$ cat src/hdl/psopu_pkg.sv
// Package for the particle update block: word types, command struct,
// register indexes and reset values. No dependencies.
package psopu_pkg;

  localparam int NUM_CHANNELS = 2;

  localparam logic [1:0] OP_FIRST = 2'd0;
  localparam logic [1:0] OP_LATER = 2'd1;
  localparam logic [1:0] OP_END   = 2'd2;

  localparam int CFG_IDX_W  = 3;
  localparam int CFG_DATA_W = 31;

  localparam logic [CFG_IDX_W-1:0] REG_COGNITIVE_GAIN = 3'd0;
  localparam logic [CFG_IDX_W-1:0] REG_SOCIAL_GAIN    = 3'd1;
  localparam logic [CFG_IDX_W-1:0] REG_VELOCITY_LIMIT = 3'd2;
  localparam logic [CFG_IDX_W-1:0] REG_INERTIA_START  = 3'd3;
  localparam logic [CFG_IDX_W-1:0] REG_INERTIA_FLOOR  = 3'd4;
  localparam logic [CFG_IDX_W-1:0] REG_INERTIA_SLOPE  = 3'd5;

  localparam logic [20:0]        RST_COGNITIVE_GAIN = 21'd131072;
  localparam logic [20:0]        RST_SOCIAL_GAIN    = 21'd131072;
  localparam logic [30:0]        RST_VELOCITY_LIMIT = 31'd65536;
  localparam logic [17:0]        RST_INERTIA_START  = 18'd58982;
  localparam logic signed [18:0] RST_INERTIA_FLOOR  = 19'sd26214;
  localparam logic signed [17:0] RST_INERTIA_SLOPE  = -18'sd655;
  localparam logic signed [31:0] RST_INERTIA        = 32'sd58982;

  typedef struct packed {
    logic [1:0]         op;
    logic               channel;
    logic signed [31:0] u_now;
    logic signed [31:0] position;
    logic signed [31:0] velocity;
    logic signed [31:0] personal_best;
    logic signed [31:0] global_best;
    logic [16:0]        rand_one;
    logic [16:0]        rand_two;
    logic [30:0]        step_limit;
    logic signed [31:0] upper_bound;
    logic signed [31:0] lower_bound;
  } in_word_t;

  typedef struct packed {
    logic signed [31:0] new_position;
    logic signed [31:0] new_velocity;
  } out_word_t;

  typedef struct packed {
    logic [20:0]        cognitive_gain;
    logic [20:0]        social_gain;
    logic [30:0]        velocity_limit;
    logic [17:0]        inertia_start;
    logic signed [18:0] inertia_floor;
    logic signed [17:0] inertia_slope;
  } cfg_regs_t;

  typedef struct packed {
    logic load;
    logic inertia_step;
    logic mul1;
    logic mul2;
    logic mul3;
    logic vsum;
    logic limit;
    logic finish;
  } dp_cmd_t;

endpackage

$ cat src/hdl/psopu_regs.sv
// Configuration register bank of the particle update block.
// Depends on psopu_pkg.
module psopu_regs (
  input  logic                                clk,
  input  logic                                rst_n,
  input  logic                                cfg_we,
  input  logic [psopu_pkg::CFG_IDX_W-1:0]     cfg_index,
  input  logic [psopu_pkg::CFG_DATA_W-1:0]    cfg_wdata,
  output psopu_pkg::cfg_regs_t                cfg
);

  psopu_pkg::cfg_regs_t regs_r, regs_nxt;

  always_comb begin
    regs_nxt = regs_r;
    if (cfg_we) begin
      unique case (cfg_index)
        psopu_pkg::REG_COGNITIVE_GAIN: regs_nxt.cognitive_gain = cfg_wdata[20:0];
        psopu_pkg::REG_SOCIAL_GAIN:    regs_nxt.social_gain    = cfg_wdata[20:0];
        psopu_pkg::REG_VELOCITY_LIMIT: regs_nxt.velocity_limit = cfg_wdata[30:0];
        psopu_pkg::REG_INERTIA_START:  regs_nxt.inertia_start  = cfg_wdata[17:0];
        psopu_pkg::REG_INERTIA_FLOOR:  regs_nxt.inertia_floor  = cfg_wdata[18:0];
        psopu_pkg::REG_INERTIA_SLOPE:  regs_nxt.inertia_slope  = cfg_wdata[17:0];
        default:                       regs_nxt = regs_r;
      endcase
    end
  end

  always_ff @(posedge clk) begin
    if (!rst_n) begin
      regs_r.cognitive_gain <= psopu_pkg::RST_COGNITIVE_GAIN;
      regs_r.social_gain    <= psopu_pkg::RST_SOCIAL_GAIN;
      regs_r.velocity_limit <= psopu_pkg::RST_VELOCITY_LIMIT;
      regs_r.inertia_start  <= psopu_pkg::RST_INERTIA_START;
      regs_r.inertia_floor  <= psopu_pkg::RST_INERTIA_FLOOR;
      regs_r.inertia_slope  <= psopu_pkg::RST_INERTIA_SLOPE;
    end else begin
      regs_r <= regs_nxt;
    end
  end

  assign cfg = regs_r;

endmodule

$ cat config.mk
export PLATFORM = sky130hd
export DESIGN_NAME = psopu_regs
export DESIGN_NICKNAME = d
export VERILOG_FILES = /design/src/hdl/psopu_pkg.sv /design/src/hdl/psopu_regs.sv
export SDC_FILE = /design/constraint.sdc
export NUM_CORES = 1
export LEC_CHECK = 0
export BUFFER_PORTS_ARGS = -buffer_cell sky130_fd_sc_hd__buf_2
export CAP_MARGIN = 20
export CORE_ASPECT_RATIO = 2
export CORE_MARGIN = 2
export CORE_UTILIZATION = 45
export CTS_BUF_LIST = sky130_fd_sc_hd__clkbuf_16
export CTS_CLUSTER_SIZE = 40
export DETAILED_ROUTE_END_ITERATION = 10
export PLACE_DENSITY = 0.69
export SLEW_MARGIN = 10
export SYNTH_ARGS = -nofsm -noshare
export SYNTH_HDL_FRONTEND = slang
export SYNTH_SLANG_ARGS = --single-unit
$ cat constraint.sdc
create_clock -name clk -period 4.1 [get_ports clk]
set_input_delay 0.82 -clock clk [delete_from_list [all_inputs] [get_ports clk]]
set_output_delay 0.82 -clock clk [all_outputs]
set_load 0.03 [all_outputs]
==> qor.csv <==
stage,metric,value,unit
clock_network,clkTransAtPathRegs,0.06,ns
worst_setup_path,cp-end-kind,flip-flop,
place,hpwl,8.79,mm
clock_network,ctsResizeCount,0,
logic_synthesis,synthCells,476,
global_routing,grt_pass1_vias,3850,
global_routing,antenna_found_initial,0,
logic_synthesis,netlist_area,4900,µm²
power,power.density,468,nW/µm²
worst_setup_path,cp-startpoint,cfg_index[1],
worst_setup_path,path_class,input pin to flip-flop,
sta,rsz0062_at_grt,no,
logic_synthesis,ys_seq_area_share,52.3,%
layout,syn_to_final_growth,30.2,%
floorplan,fp.dieH,152,µm
logic_synthesis,syn_nets,513,
power,leakagePower,3.03,nW
sta,max_freq,0.500,GHz
worst_setup_path,slowest_delay,0.88,ns
route,first_pass_iters,4,
worst_setup_path,cp_cell_sequence,"buf_2, nand4b_1, mux2i_1",
floorplan,core,10500,µm²
sta,period_minus_slack,2.00,ns
clock_network,clk_latency,0.40,ns
floorplan,die_area,11800,µm²
sta,hold_violations,0,
run_status,status,finished clean,
route,vias_per_cell,4.92,
floorplan,num_rows,53,
worst_setup_path,required,4.41,ns
layout,final.fill_count,926,
logic_synthesis,ys_warn_count,0,
global_routing,track_usage,21.3,%
route,drc_errors,0,
layout,antenna_cells,0,
logic_synthesis,synth_seq_cells,128,
sta,min_period_over_period,48.7,%
layout,nNetsFinal,664,
clock_network,cts_tree,done,
clock_network,htreeDepth,4,
global_routing,grt_pass1_wl,19.2,mm
sta,finClkSkew,0,ns
min_path,worstHoldStart,cfg[57],
clock_network,post_cts_buffers,0,
worst_setup_path,crit_slowest_cell,nand4b_1,
route,via_count,3821,
power,max-vdd-ir-drop,0.000323,V
run,cap_violations,0,
sta,fin_tns_setup,0,ns
route,routed_wl,12.4,mm
sta,whs,0.455,ns
worst_setup_path,arrival,2.30,ns
worst_setup_path,critPathMaxFanout,13,
layout,regArea,2560,µm²
global_routing,grt_overflow_total,0,
place,io_buffer_count,164,
floorplan,start_util,46.4,%
floorplan,io_pins,165,
clock_network,cts_num_sinks,128,
logic_synthesis,synthDistinctLibCells,15,
route,wire_per_inst,16.0,µm
clock_network,holdBufCountCts,0,
clock_network,cts_root_buf,clkbuf_16,
min_path,hp-class,flip-flop to flip-flop,
layout,drive_above_1_share,31.9,%
worst_setup_path,worst_setup_path_start_kind,input pin,
floorplan,die_w,77.8,µm
sta,setup_viol,0,
sta,final_max_slew_viol_count,0,
clock_network,cts_max_path_buffers,2,
route,ant_nets,0,
sta,relSlewSlack,27.7,%
layout,largest_register_ffs,128,
worst_setup_path,rr_startpoint,cfg[13],
clock_network,numCtsBuffers,17,
logic_synthesis,postSynthAreaPerCell,10.3,µm²
sta,worst_pin_slew,1.08,ns
place,place.gp.congestion,0.796,
layout,multi_input_area,2190,µm²
route,drt_iter0_drc,163,
global_routing,grt_max_degree,75,
[cells by family after synthesis]
| logic type | after synthesis | synth area share, % |
|---|---|---|
| buffers and inverters | 36 | 3.78 |
| DFF | 128 | 52.3 |
| muxes | 128 | 26.2 |
| and+or+nand+nor | 184 | 17.7 |
[cells in the mapped netlist, drive strengths merged]
cell	count	share of area, %
dfxtp	128	52
nor4b	1	0.18
nor4bb	2	0.41
buf	14	2.1
nand4b	2	0.36
nand2	126	9.7
clkbuf	22	1.7
nor2b	49	6.3
and4b	2	0.41
nand4bb	1	0.23
mux2i	128	26
or4b	1	0.20
[path summary, 6_finish.rpt]
| path | slack [ns] | end | depth (start not counted) |
|---|---|---|---|
| max | 2.10 | cfg[13] | 3 |
| min | 0.45 | cfg[57] | 2 |
| max reg2reg | 3.42 | cfg[13] | 2 |
| min reg2reg | 0.45 | cfg[57] | 2 |
[critical path: cells and delay by family]
| family | cells | cell delay, ns |
|---|---|---|
| muxes | 1 | 0.43 |
| and+or+nand+nor | 1 | 0.88 |
| buffers and inverters | 1 | 0.16 |
[metrics by stage]
stage / total power [mW] / instance area [µm²] / util [%] / setup slack (ns) / instances
finish: 2.98 / 6370 / 60.5 / 2.10 / 777
global route: 3.08 / 6370 / 60.5 / 2.03 / 777
CTS: 3.01 / 6370 / 60.5 / 2.06 / 777
detailed placement: 1.54 / 5790 / 54.9 / 1.71 / 745
global placement: 1.54 / 5790 / 54.9 / 1.76 / 745
floorplan: 1.46 / 4900 / - / 2.15 / 476
[placed cells by master, fill, tap and decap left out, drive strengths merged]
cell type / instances
clkinv: 7
nand4bb: 1
dfxtp: 128
and4b: 2
bufinv: 2
mux2i: 128
nor4bb: 2
nand4b: 2
nor4b: 1
clkbuf: 17
nand2: 126
inv: 4
buf: 168
or4b: 1
clkinvlp: 2
nor2b: 49
[routing by layer]
metal | up-vias | wire length, µm | global-route usage (%)
li1 | 1872 | - | -
met1 | 1804 | 4920 | 22.9
met2 | 121 | 6440 | 37.5
met3 | 24 | 652 | 5.98
met4 | 0 | 385 | 11.3
met5 | - | 0 | 0
[cell type report]
cell class                      instances  share of cell area (%)
Sequential cell                       128                    40.2
Multi-Input combinational cell        312                    34.3
Timing Repair Buffer                  168                    13.6
Clock buffer                           17                    6.67
Tap cell                              137                    2.69
Clock inverter                         15                    2.51
[power breakdown]
part | total (mW) | switching (mW) | internal [mW] | leakage (nW)
clock network | 1.47 | 0.569 | 0.902 | 0.284
logic | 0.227 | 0.151 | 0.0765 | 1.71
registers | 1.29 | 0.0147 | 1.27 | 1.04
total | 2.98 | 0.734 | 2.25 | 3.03
Note: power is estimated with default switching activity, not from simulation.
