## config.mk

```make
export PLATFORM = sky130hd
export DESIGN_NAME = psopu_ctrl
export DESIGN_NICKNAME = d
export VERILOG_FILES = /design/src/hdl/psopu_pkg.sv /design/src/hdl/psopu_ctrl.sv
export SDC_FILE = /design/constraint.sdc
export NUM_CORES = 1
export LEC_CHECK = 0
export ABC_AREA = 1
export BUFFER_PORTS_ARGS = -buffer_cell sky130_fd_sc_hd__buf_2
export CAP_MARGIN = 5
export CORE_AREA = 10 10 47 49
export CTS_CLUSTER_SIZE = 20
export DETAILED_ROUTE_END_ITERATION = 6
export DIE_AREA = 0 0 57 59
export HOLD_SLACK_MARGIN = 0.12
export PLACE_DENSITY_LB_ADDON = 0.15
export SLEW_MARGIN = 40
export SYNTH_ARGS = -nofsm -noshare
export SYNTH_HDL_FRONTEND = slang
export SYNTH_SLANG_ARGS = --single-unit
```

## constraint.sdc

```tcl
create_clock -name clk -period 2.35 [get_ports clk]
set_clock_uncertainty 0.15 [all_clocks]
set_input_delay 0.235 -clock clk [delete_from_list [all_inputs] [get_ports clk]]
set_output_delay 0.235 -clock clk [all_outputs]
set_load 0.01 [all_outputs]
```

## src/hdl/psopu_pkg.sv

```systemverilog
// Package for the particle update block: word types, command struct,
// register indexes and reset values. No dependencies.
package psopu_pkg;

  localparam int NUM_CHANNELS = 2;

  localparam logic [1:0] OP_FIRST = 2'd0;
  localparam logic [1:0] OP_LATER = 2'd1;
  localparam logic [1:0] OP_END   = 2'd2;

  localparam int CFG_IDX_W  = 3;
  localparam int CFG_DATA_W = 31;

  localparam logic [CFG_IDX_W-1:0] REG_COGNITIVE_GAIN = 3'd0;
  localparam logic [CFG_IDX_W-1:0] REG_SOCIAL_GAIN    = 3'd1;
  localparam logic [CFG_IDX_W-1:0] REG_VELOCITY_LIMIT = 3'd2;
  localparam logic [CFG_IDX_W-1:0] REG_INERTIA_START  = 3'd3;
  localparam logic [CFG_IDX_W-1:0] REG_INERTIA_FLOOR  = 3'd4;
  localparam logic [CFG_IDX_W-1:0] REG_INERTIA_SLOPE  = 3'd5;

  localparam logic [20:0]        RST_COGNITIVE_GAIN = 21'd131072;
  localparam logic [20:0]        RST_SOCIAL_GAIN    = 21'd131072;
  localparam logic [30:0]        RST_VELOCITY_LIMIT = 31'd65536;
  localparam logic [17:0]        RST_INERTIA_START  = 18'd58982;
  localparam logic signed [18:0] RST_INERTIA_FLOOR  = 19'sd26214;
  localparam logic signed [17:0] RST_INERTIA_SLOPE  = -18'sd655;
  localparam logic signed [31:0] RST_INERTIA        = 32'sd58982;

  typedef struct packed {
    logic [1:0]         op;
    logic               channel;
    logic signed [31:0] u_now;
    logic signed [31:0] position;
    logic signed [31:0] velocity;
    logic signed [31:0] personal_best;
    logic signed [31:0] global_best;
    logic [16:0]        rand_one;
    logic [16:0]        rand_two;
    logic [30:0]        step_limit;
    logic signed [31:0] upper_bound;
    logic signed [31:0] lower_bound;
  } in_word_t;

  typedef struct packed {
    logic signed [31:0] new_position;
    logic signed [31:0] new_velocity;
  } out_word_t;

  typedef struct packed {
    logic [20:0]        cognitive_gain;
    logic [20:0]        social_gain;
    logic [30:0]        velocity_limit;
    logic [17:0]        inertia_start;
    logic signed [18:0] inertia_floor;
    logic signed [17:0] inertia_slope;
  } cfg_regs_t;

  typedef struct packed {
    logic load;
    logic inertia_step;
    logic mul1;
    logic mul2;
    logic mul3;
    logic vsum;
    logic limit;
    logic finish;
  } dp_cmd_t;

endpackage

```

## src/hdl/psopu_ctrl.sv

```systemverilog
// Controller of the particle update block: accepts words, sequences the
// datapath stages and holds the result valid flag. Depends on psopu_pkg.
module psopu_ctrl (
  input  logic               clk,
  input  logic               rst_n,
  input  logic               in_valid,
  input  logic [1:0]         in_op,
  input  logic               in_channel,
  input  logic               out_stall,
  output logic               in_stall,
  output logic               out_valid,
  output psopu_pkg::dp_cmd_t cmd
);

  localparam logic [2:0] ST_IDLE  = 3'd0;
  localparam logic [2:0] ST_MUL1  = 3'd1;
  localparam logic [2:0] ST_MUL2  = 3'd2;
  localparam logic [2:0] ST_MUL3  = 3'd3;
  localparam logic [2:0] ST_VSUM  = 3'd4;
  localparam logic [2:0] ST_LIMIT = 3'd5;
  localparam logic [2:0] ST_DONE  = 3'd6;

  logic [2:0] state_r, state_nxt;
  logic       out_valid_r, out_valid_nxt;
  logic       accept, is_element;

  assign in_stall   = (state_r != ST_IDLE);
  assign accept     = in_valid && !in_stall;
  assign is_element = ((in_op == psopu_pkg::OP_FIRST) || (in_op == psopu_pkg::OP_LATER))
                      && (32'(in_channel) < psopu_pkg::NUM_CHANNELS);

  always_comb begin
    state_nxt = state_r;
    cmd       = '0;
    unique case (state_r)
      ST_IDLE: begin
        if (accept) begin
          if (in_op == psopu_pkg::OP_END) begin
            cmd.inertia_step = 1'b1;
          end else if (is_element) begin
            cmd.load  = 1'b1;
            state_nxt = ST_MUL1;
          end
        end
      end
      ST_MUL1: begin
        cmd.mul1  = 1'b1;
        state_nxt = ST_MUL2;
      end
      ST_MUL2: begin
        cmd.mul2  = 1'b1;
        state_nxt = ST_MUL3;
      end
      ST_MUL3: begin
        cmd.mul3  = 1'b1;
        state_nxt = ST_VSUM;
      end
      ST_VSUM: begin
        cmd.vsum  = 1'b1;
        state_nxt = ST_LIMIT;
      end
      ST_LIMIT: begin
        cmd.limit = 1'b1;
        state_nxt = ST_DONE;
      end
      ST_DONE: begin
        if (!out_valid_r || !out_stall) begin
          cmd.finish = 1'b1;
          state_nxt  = ST_IDLE;
        end
      end
      default: state_nxt = ST_IDLE;
    endcase
  end

  assign out_valid_nxt = cmd.finish || (out_valid_r && out_stall);

  always_ff @(posedge clk) begin
    if (!rst_n) begin
      state_r     <= ST_IDLE;
      out_valid_r <= 1'b0;
    end else begin
      state_r     <= state_nxt;
      out_valid_r <= out_valid_nxt;
    end
  end

  assign out_valid = out_valid_r;

  a_cmd_exclusive: assert property (@(posedge clk) disable iff (!rst_n) $onehot0(cmd))
    else $error("datapath commands overlap");

  a_element_starts: assert property (@(posedge clk) disable iff (!rst_n)
    accept && is_element |=> state_r == ST_MUL1)
    else $error("accepted element did not start the multiply sequence");

  a_result_shown: assert property (@(posedge clk) disable iff (!rst_n)
    state_r == ST_DONE && !out_stall |=> out_valid && state_r == ST_IDLE)
    else $error("finished element did not reach the output register");

  a_end_no_result: assert property (@(posedge clk) disable iff (!rst_n)
    accept && in_op == psopu_pkg::OP_END && !out_valid |=> !out_valid)
    else $error("end of iteration word produced a result");

endmodule

```

==> results.json, run 1 <==
{
  "avgSynthCellArea_um2": 5.77,
  "grt_max_degree": 8,
  "setup_viol": 0,
  "core-area_um2": 1400,
  "worstSetupPathType": "in2out",
  "critical_path_cell_count": 5,
  "synthTopCellsByCount": "nor2_1 (13), nand2_1 (8), inv_1 (6)",
  "htree_levels": 1,
  "syn_inst": 41,
  "vias": 298,
  "drive_gt1_share_pct": 35.0,
  "synth_area_leaders": "dfxtp_1 (34%), nor2_1 (21%), nand2_1 (13%)",
  "nets": 69,
  "final.setup.worst_slack_ns": 0.814,
  "reg2reg_slack_ns": 1.25,
  "grt_pass1_vias": 315,
  "postSynthRegisterBits": 4,
  "reg2regPathDepth": 5,
  "rsz0062_at_grt": "no",
  "synthArstFlopShare_pct": 0,
  "syn_to_final_growth_pct": 54.0,
  "synth_edf_count": 0,
  "tns_ns": 0,
  "ys_seq_area_share_pct": 33.9,
  "cts_inserted_buffers": 3,
  "path_cells": "dlygate4sd3_1, buf_2, nand2_1, nor2_1, buf_2",
  "pre_cts_ws_ns": 1.11,
  "cpPeakStageDelay_ns": 0.53,
  "holdPathEnd": "state_r[1]",
  "p_per_area_nw_per_um2": 638,
  "yosysMostFrequentCell": "nor2_1",
  "cts_setup_buffers": 0,
  "worstReg2RegEnd": "state_r[1]",
  "clk_pin_slew_worst_paths_ns": 0.03,
  "fin_crit_sh_pct": 65.4,
  "yosys_warnings": 0,
  "grt_usage_pct": 5.19,
  "irDropWorstVdd_mv": 0.194,
  "maxCapViolCount": 0,
  "gp_congestion": 0.614,
  "end_kind": "output pin",
  "io_pins": 17,
  "fp.dieH_um": 59,
  "start_util_pct": 16.9,
  "hold_viol": 0,
  "crit_family": "buffers and inverters",
  "cts_buffer_depth": 2,
  "dp_hpwl_um": 646,
  "outcome": "completed",
  "viasPerCell": 3.92,
  "cts_tree": "yes",
  "routedWlPerCell_um": 9.97,
  "die_x_um": 57,
  "synth_top_area_cell": "dfxtp_1",
  "dieArea_um2": 3360,
  "power_leakage_nw": 0.222,
  "critPathArrivalTime_ns": 1.15,
  "finalMaxSlewViolations": 0,
  "hold_path_depth": 3,
  "synth_cell_type_count": 10,
  "ys.flop_type": "dfxtp_1",
  "cts_num_sinks": 4,
  "syn_nets": 48,
  "fin_crit_ns": 1.54,
  "drt_iter0_drc": 3,
  "r2r_start": "state_r[1]",
  "hp-class": "in2reg",
  "synth_top_area_share_pct": 33.9,
  "crit_top_cell": "buf_2",
  "fmax_mhz": 651,
  "start_kind": "primary input",
  "insertedDiodeCount": 0,
  "cpMaxStageDelayCell": "dlygate4sd3_1",
  "ant_nets": 0,
  "grt_pass1_wl_mm": 1.31,
  "path_max_fanout": 3,
  "min_from": "rst_n",
  "maxSlewHeadroom_pct": 85.2,
  "syn_area_um2": 236,
  "critPathBufInv": 3,
  "tightest_slew_ns": 0.222,
  "rows": 14,
  "antenna_found_initial": 0,
  "ctsResizeCount": 0,
  "wl_um": 758,
  "root_buffer": "clkbuf_4",
  "hold_buffers": 1,
  "first_pass_iters": 4,
  "grt_overflow": 0,
  "worstPathRequired_ns": 1.97,
  "portBuffers": 15,
  "drc": 0,
  "insertion_delay_ns": 0.23
}
[layout make-up]
class,instances,area [µm²]
sequential,4,80.1
multi-input combinational,30,130
clock buffer,3,22.5
fill,188,1040
tap,16,20.0
inverter,7,26.3
timing repair buffer,16,85.1
[layout by cell type (no fill, tap or decap)]
cell	synthesis	final
inv_2	1	1
dlygate4sd3_1	0	1
nand3_1	3	3
nor2_1	13	13
nand3_2	1	1
nand2_1	8	8
nor3_1	1	1
clkbuf_4	0	3
inv_1	6	6
a21oi_1	3	3
nor2_2	1	1
dfxtp_1	4	4
buf_2	0	15
[metal layers]
metal | track usage, % | vias to the layer above | routed length (µm)
li1 | - | 163 | -
met1 | 5.00 | 123 | 297
met2 | 7.44 | 10 | 381
met3 | 2.58 | 2 | 71
met4 | 6.04 | 0 | 8
met5 | 0 | - | 0
[state kept, by name, summed over array words and instances, names as in the netlist]
name       flops
out_valid      1
state_r        3
[through the flow]
stage	utilization (%)	instance area [µm²]	std cells	total power [mW]	hold slack, ns
finish	26.0	364	76	0.232	0.126
global route	26.0	364	76	0.254	0.161
CTS	26.0	364	76	0.240	0.124
detailed placement	23.7	332	72	0.151	0.363
global placement	23.7	332	72	0.151	0.362
floorplan	-	236	41	0.123	0.229
[tightest hold or removal path, stage by stage]
cell and delay [ns]:
buf_2 0.09, inv_1 0.06, nor2_1 0.09
[cell families after synthesis]
kind of cell	after synthesis	share of synthesized area (%)
AO/OA/AOI/OAI	3	6.35
buffers and inverters	7	11.1
flip-flops	4	33.9
AND/OR/NAND/NOR	27	48.7
[power breakdown]
part           leakage [nW]  total, mW  internal (mW)  switching, mW
Clock                0.0138     0.0828         0.0570         0.0258
Combinational         0.175     0.0657         0.0267         0.0391
Sequential           0.0326     0.0837         0.0745        0.00915
[worst max path at each step]
| stage | slack [ns] | endpoint | from |
|---|---|---|---|
| floorplan | 1.17 | cmd[6] | state_r[2] |
| global placement | 1.11 | cmd[6] | state_r[2] |
| detailed placement | 1.11 | cmd[2] | state_r[2] |
| CTS | 0.83 | cmd[7] | in_valid |
| global route | 0.73 | cmd[6] | in_valid |
| finish | 0.81 | cmd[7] | in_valid |
No activity file was read; power rests on OpenSTA's default activity.
==> run 2, diff against run 1 <==
--- a/config.mk
+++ b/config.mk
@@ -5,7 +5,7 @@
 export SDC_FILE = /design/constraint.sdc
 export NUM_CORES = 1
 export LEC_CHECK = 0
-export ABC_AREA = 1
+export ABC_AREA = 0
 export BUFFER_PORTS_ARGS = -buffer_cell sky130_fd_sc_hd__buf_2
 export CAP_MARGIN = 5
 export CORE_AREA = 10 10 47 49
==> constraint.sdc (replaced) <==
create_clock -name clk -period 1.3 [get_ports clk]
set_clock_uncertainty 0.15 [all_clocks]
set_input_delay 0.13 -clock clk [delete_from_list [all_inputs] [get_ports clk]]
set_output_delay 0.13 -clock clk [all_outputs]
set_load 0.01 [all_outputs]
==> run 2 against run 1 <==
Compared with the run above:
- the run now ends with setup timing left
- sequential share of layout area decreased by 6.1 points
- wire length increased by 19%
- die area unchanged
- non-clock buffer count increased by 10
- synthesized area increased by 12%
- clock power increased by 110%
- largest power group is now combinational logic
- highest routed layer unchanged
==> results.json, run 2 <==
{
  "outcome": "finished with violations",
  "violations": "setup timing",
  "comb_power_share_pct": 37.5,
  "synth_top_area_share_pct": 30.3,
  "final_common_cell": "buf_2",
  "power_leakage_nw": 0.258,
  "setup_viol": 9,
  "vias": 318,
  "hold_viol": 0,
  "core-area_um2": 1400,
  "root_buffer": "clkbuf_4",
  "ant_nets": 0,
  "holdPathEnd": "state_r[0]",
  "ys_seq_area_share_pct": 30.3,
  "grt_overflow": 0,
  "io_pins": 17,
  "synth_edf_count": 0,
  "fin_crit_sh_pct": 118,
  "top_register": "state_r",
  "fin_crit_ns": 1.54,
  "drive_gt1_share_pct": 71.4,
  "finalMaxSlewViolations": 0,
  "syn_inst": 29,
  "clk_pin_slew_worst_paths_ns": 0.04,
  "path_max_fanout": 4,
  "fp.dieH_um": 59,
  "synth_area_leaders": "dfxtp_1 (30%), a2111oi_2 (5.7%), nor3b_1 (5.7%)",
  "cts_tree": "yes",
  "die_x_um": 57,
  "irDropWorstVdd_mv": 0.355,
  "insertion_delay_ns": 0.25,
  "maxCapViolCount": 0,
  "htree_levels": 1,
  "end_kind": "output pin",
  "critPathArrivalTime_ns": 1.26,
  "p_sw_share_pct": 30.1,
  "reg2regPathDepth": 4,
  "portBuffers": 15,
  "tightest_slew_ns": 0.239,
  "wl_um": 902,
  "synth_top_area_cell": "dfxtp_1",
  "hold_path_depth": 3,
  "drc": 0,
  "start_util_pct": 18.8,
  "avgSynthCellArea_um2": 9.10,
  "worstReg2RegEnd": "state_r[2]",
  "nets": 65,
  "hold_buffers": 2,
  "pwr-share-clk_pct": 34.4,
  "fmax_mhz": 651,
  "ys.flop_type": "dfxtp_1",
  "grt_usage_pct": 5.91,
  "grt_max_degree": 10,
  "yosys_warnings": 0,
  "stdcell_count": 72,
  "synth_cell_type_count": 21,
  "syn_to_final_growth_pct": 96.2,
  "cts_num_sinks": 4,
  "insertedDiodeCount": 0,
  "routedWlPerCell_um": 12.5,
  "syn_area_um2": 264,
  "synthArstFlopShare_pct": 0,
  "grt_pass1_wl_mm": 1.48,
  "drt_iter0_drc": 2,
  "final.setup.worst_slack_ns": -0.237,
  "seqPwrFrac_pct": 28.1,
  "worstSetupPathType": "reg2out",
  "dp_cells": 63,
  "worstPathRequired_ns": 1.02,
  "dp_hpwl_um": 682,
  "grt_pass1_vias": 338,
  "first_pass_iters": 4,
  "reg2reg_slack_ns": 0.02,
  "fin_hold_ws_ns": 0.0711,
  "hp-class": "in2reg",
  "rsz0062_at_grt": "yes",
  "min_from": "in_valid",
  "gp_congestion": 0.638,
  "yosysMostFrequentCell": "dfxtp_1",
  "r2r_start": "state_r[1]",
  "dieArea_um2": 3360,
  "postSynthRegisterBits": 4,
  "cts_buffer_depth": 2,
  "start_kind": "flop",
  "post-route-util_pct": 37.0,
  "cts_inserted_buffers": 3,
  "largest_reg_flops": 3,
  "p_per_area_nw_per_um2": 954,
  "total_power_mw": 0.494,
  "antenna_found_initial": 0,
  "rows": 14,
  "viasPerCell": 4.42,
  "final_cell_mix": "buf_2 (14), buf_4 (5), buf_6 (4)",
  "maxSlewHeadroom_pct": 84.1,
  "syn_nets": 36,
  "p_switching_mw": 0.149,
  "p_int_mw": 0.345
}
run 2: worst max path at each step:
stage | endpoint | slack (ns) | start
3_5_place_dp | cmd[6] | -0.01 | state_r[1]
5_1_grt | cmd[6] | -0.28 | state_r[2]
4_1_cts | cmd[6] | -0.25 | state_r[2]
3_3_place_gp | cmd[6] | -0.004 | state_r[1]
2_1_floorplan | cmd[6] | -0.008 | state_r[1]
6_report | cmd[6] | -0.24 | state_r[2]
run 2: layout make-up:
type	instances	area (µm²)
inverter	1	3.75
tap	16	20.0
sequential	4	82.6
multi-input combinational	22	196
fill	147	883
timing repair buffer	26	193
clock buffer	3	22.5
run 2: per-stage QoR:
| stage | instance area (µm²) | setup WS (ns) | setup TNS [ns] |
|---|---|---|---|
| after CTS | 485 | -0.254 | -1.07 |
| after detailed placement | 399 | -0.0148 | -0.0148 |
| after global placement | 399 | -0.00397 | -0.00397 |
| after global routing | 518 | -0.280 | -1.55 |
| final | 518 | -0.237 | -0.994 |
| after floorplan | 270 | -0.00823 | -0.0121 |
run 2: critical path, cell delays in order (launching register included):
cell and delay [ns]:
dfxtp_2 0.32, or3_4 0.39, nor3_4 0.15, buf_2 0.15
run 2: cells by family (layout without fill, tap and decap cells):
logic type / count (synthesis) / count (layout) / share of synthesized area [%]
XOR/XNOR: 1 / 1 / 3.32
AND/OR/NAND/NOR: 16 / 16 / 43.1
buffers and inverters: 3 / 30 / 7.58
flip-flops: 4 / 4 / 30.3
AO/OA/AOI/OAI: 5 / 5 / 15.6
run 2: metal layers:
metal	up-vias	track usage (%)	wire length [µm]
met3	3	3.22	70
li1	158	-	-
met5	-	0	0
met4	0	6.04	31
met1	142	4.62	313
met2	15	10.1	487
run 2: timing repair:
action / 4_1_cts / 5_1_grt
pin swaps: 6 / 5
buffers inserted: 2 / 3
hold endpoints to repair: 4 / 1
resized for setup: 9 / 5
gates cloned: 0 / 0
endpoints found under the setup margin: 9 / 10
run 2: power groups by stage:
stage          Clock [mW]  Combinational (mW)  Sequential [mW]
4_1_cts             0.173               0.162            0.139
3_3_place_gp            0               0.135            0.140
2_1_floorplan           0              0.0824            0.137
3_5_place_dp            0               0.138            0.140
5_1_grt             0.188               0.200            0.140
6_report            0.170               0.185            0.139
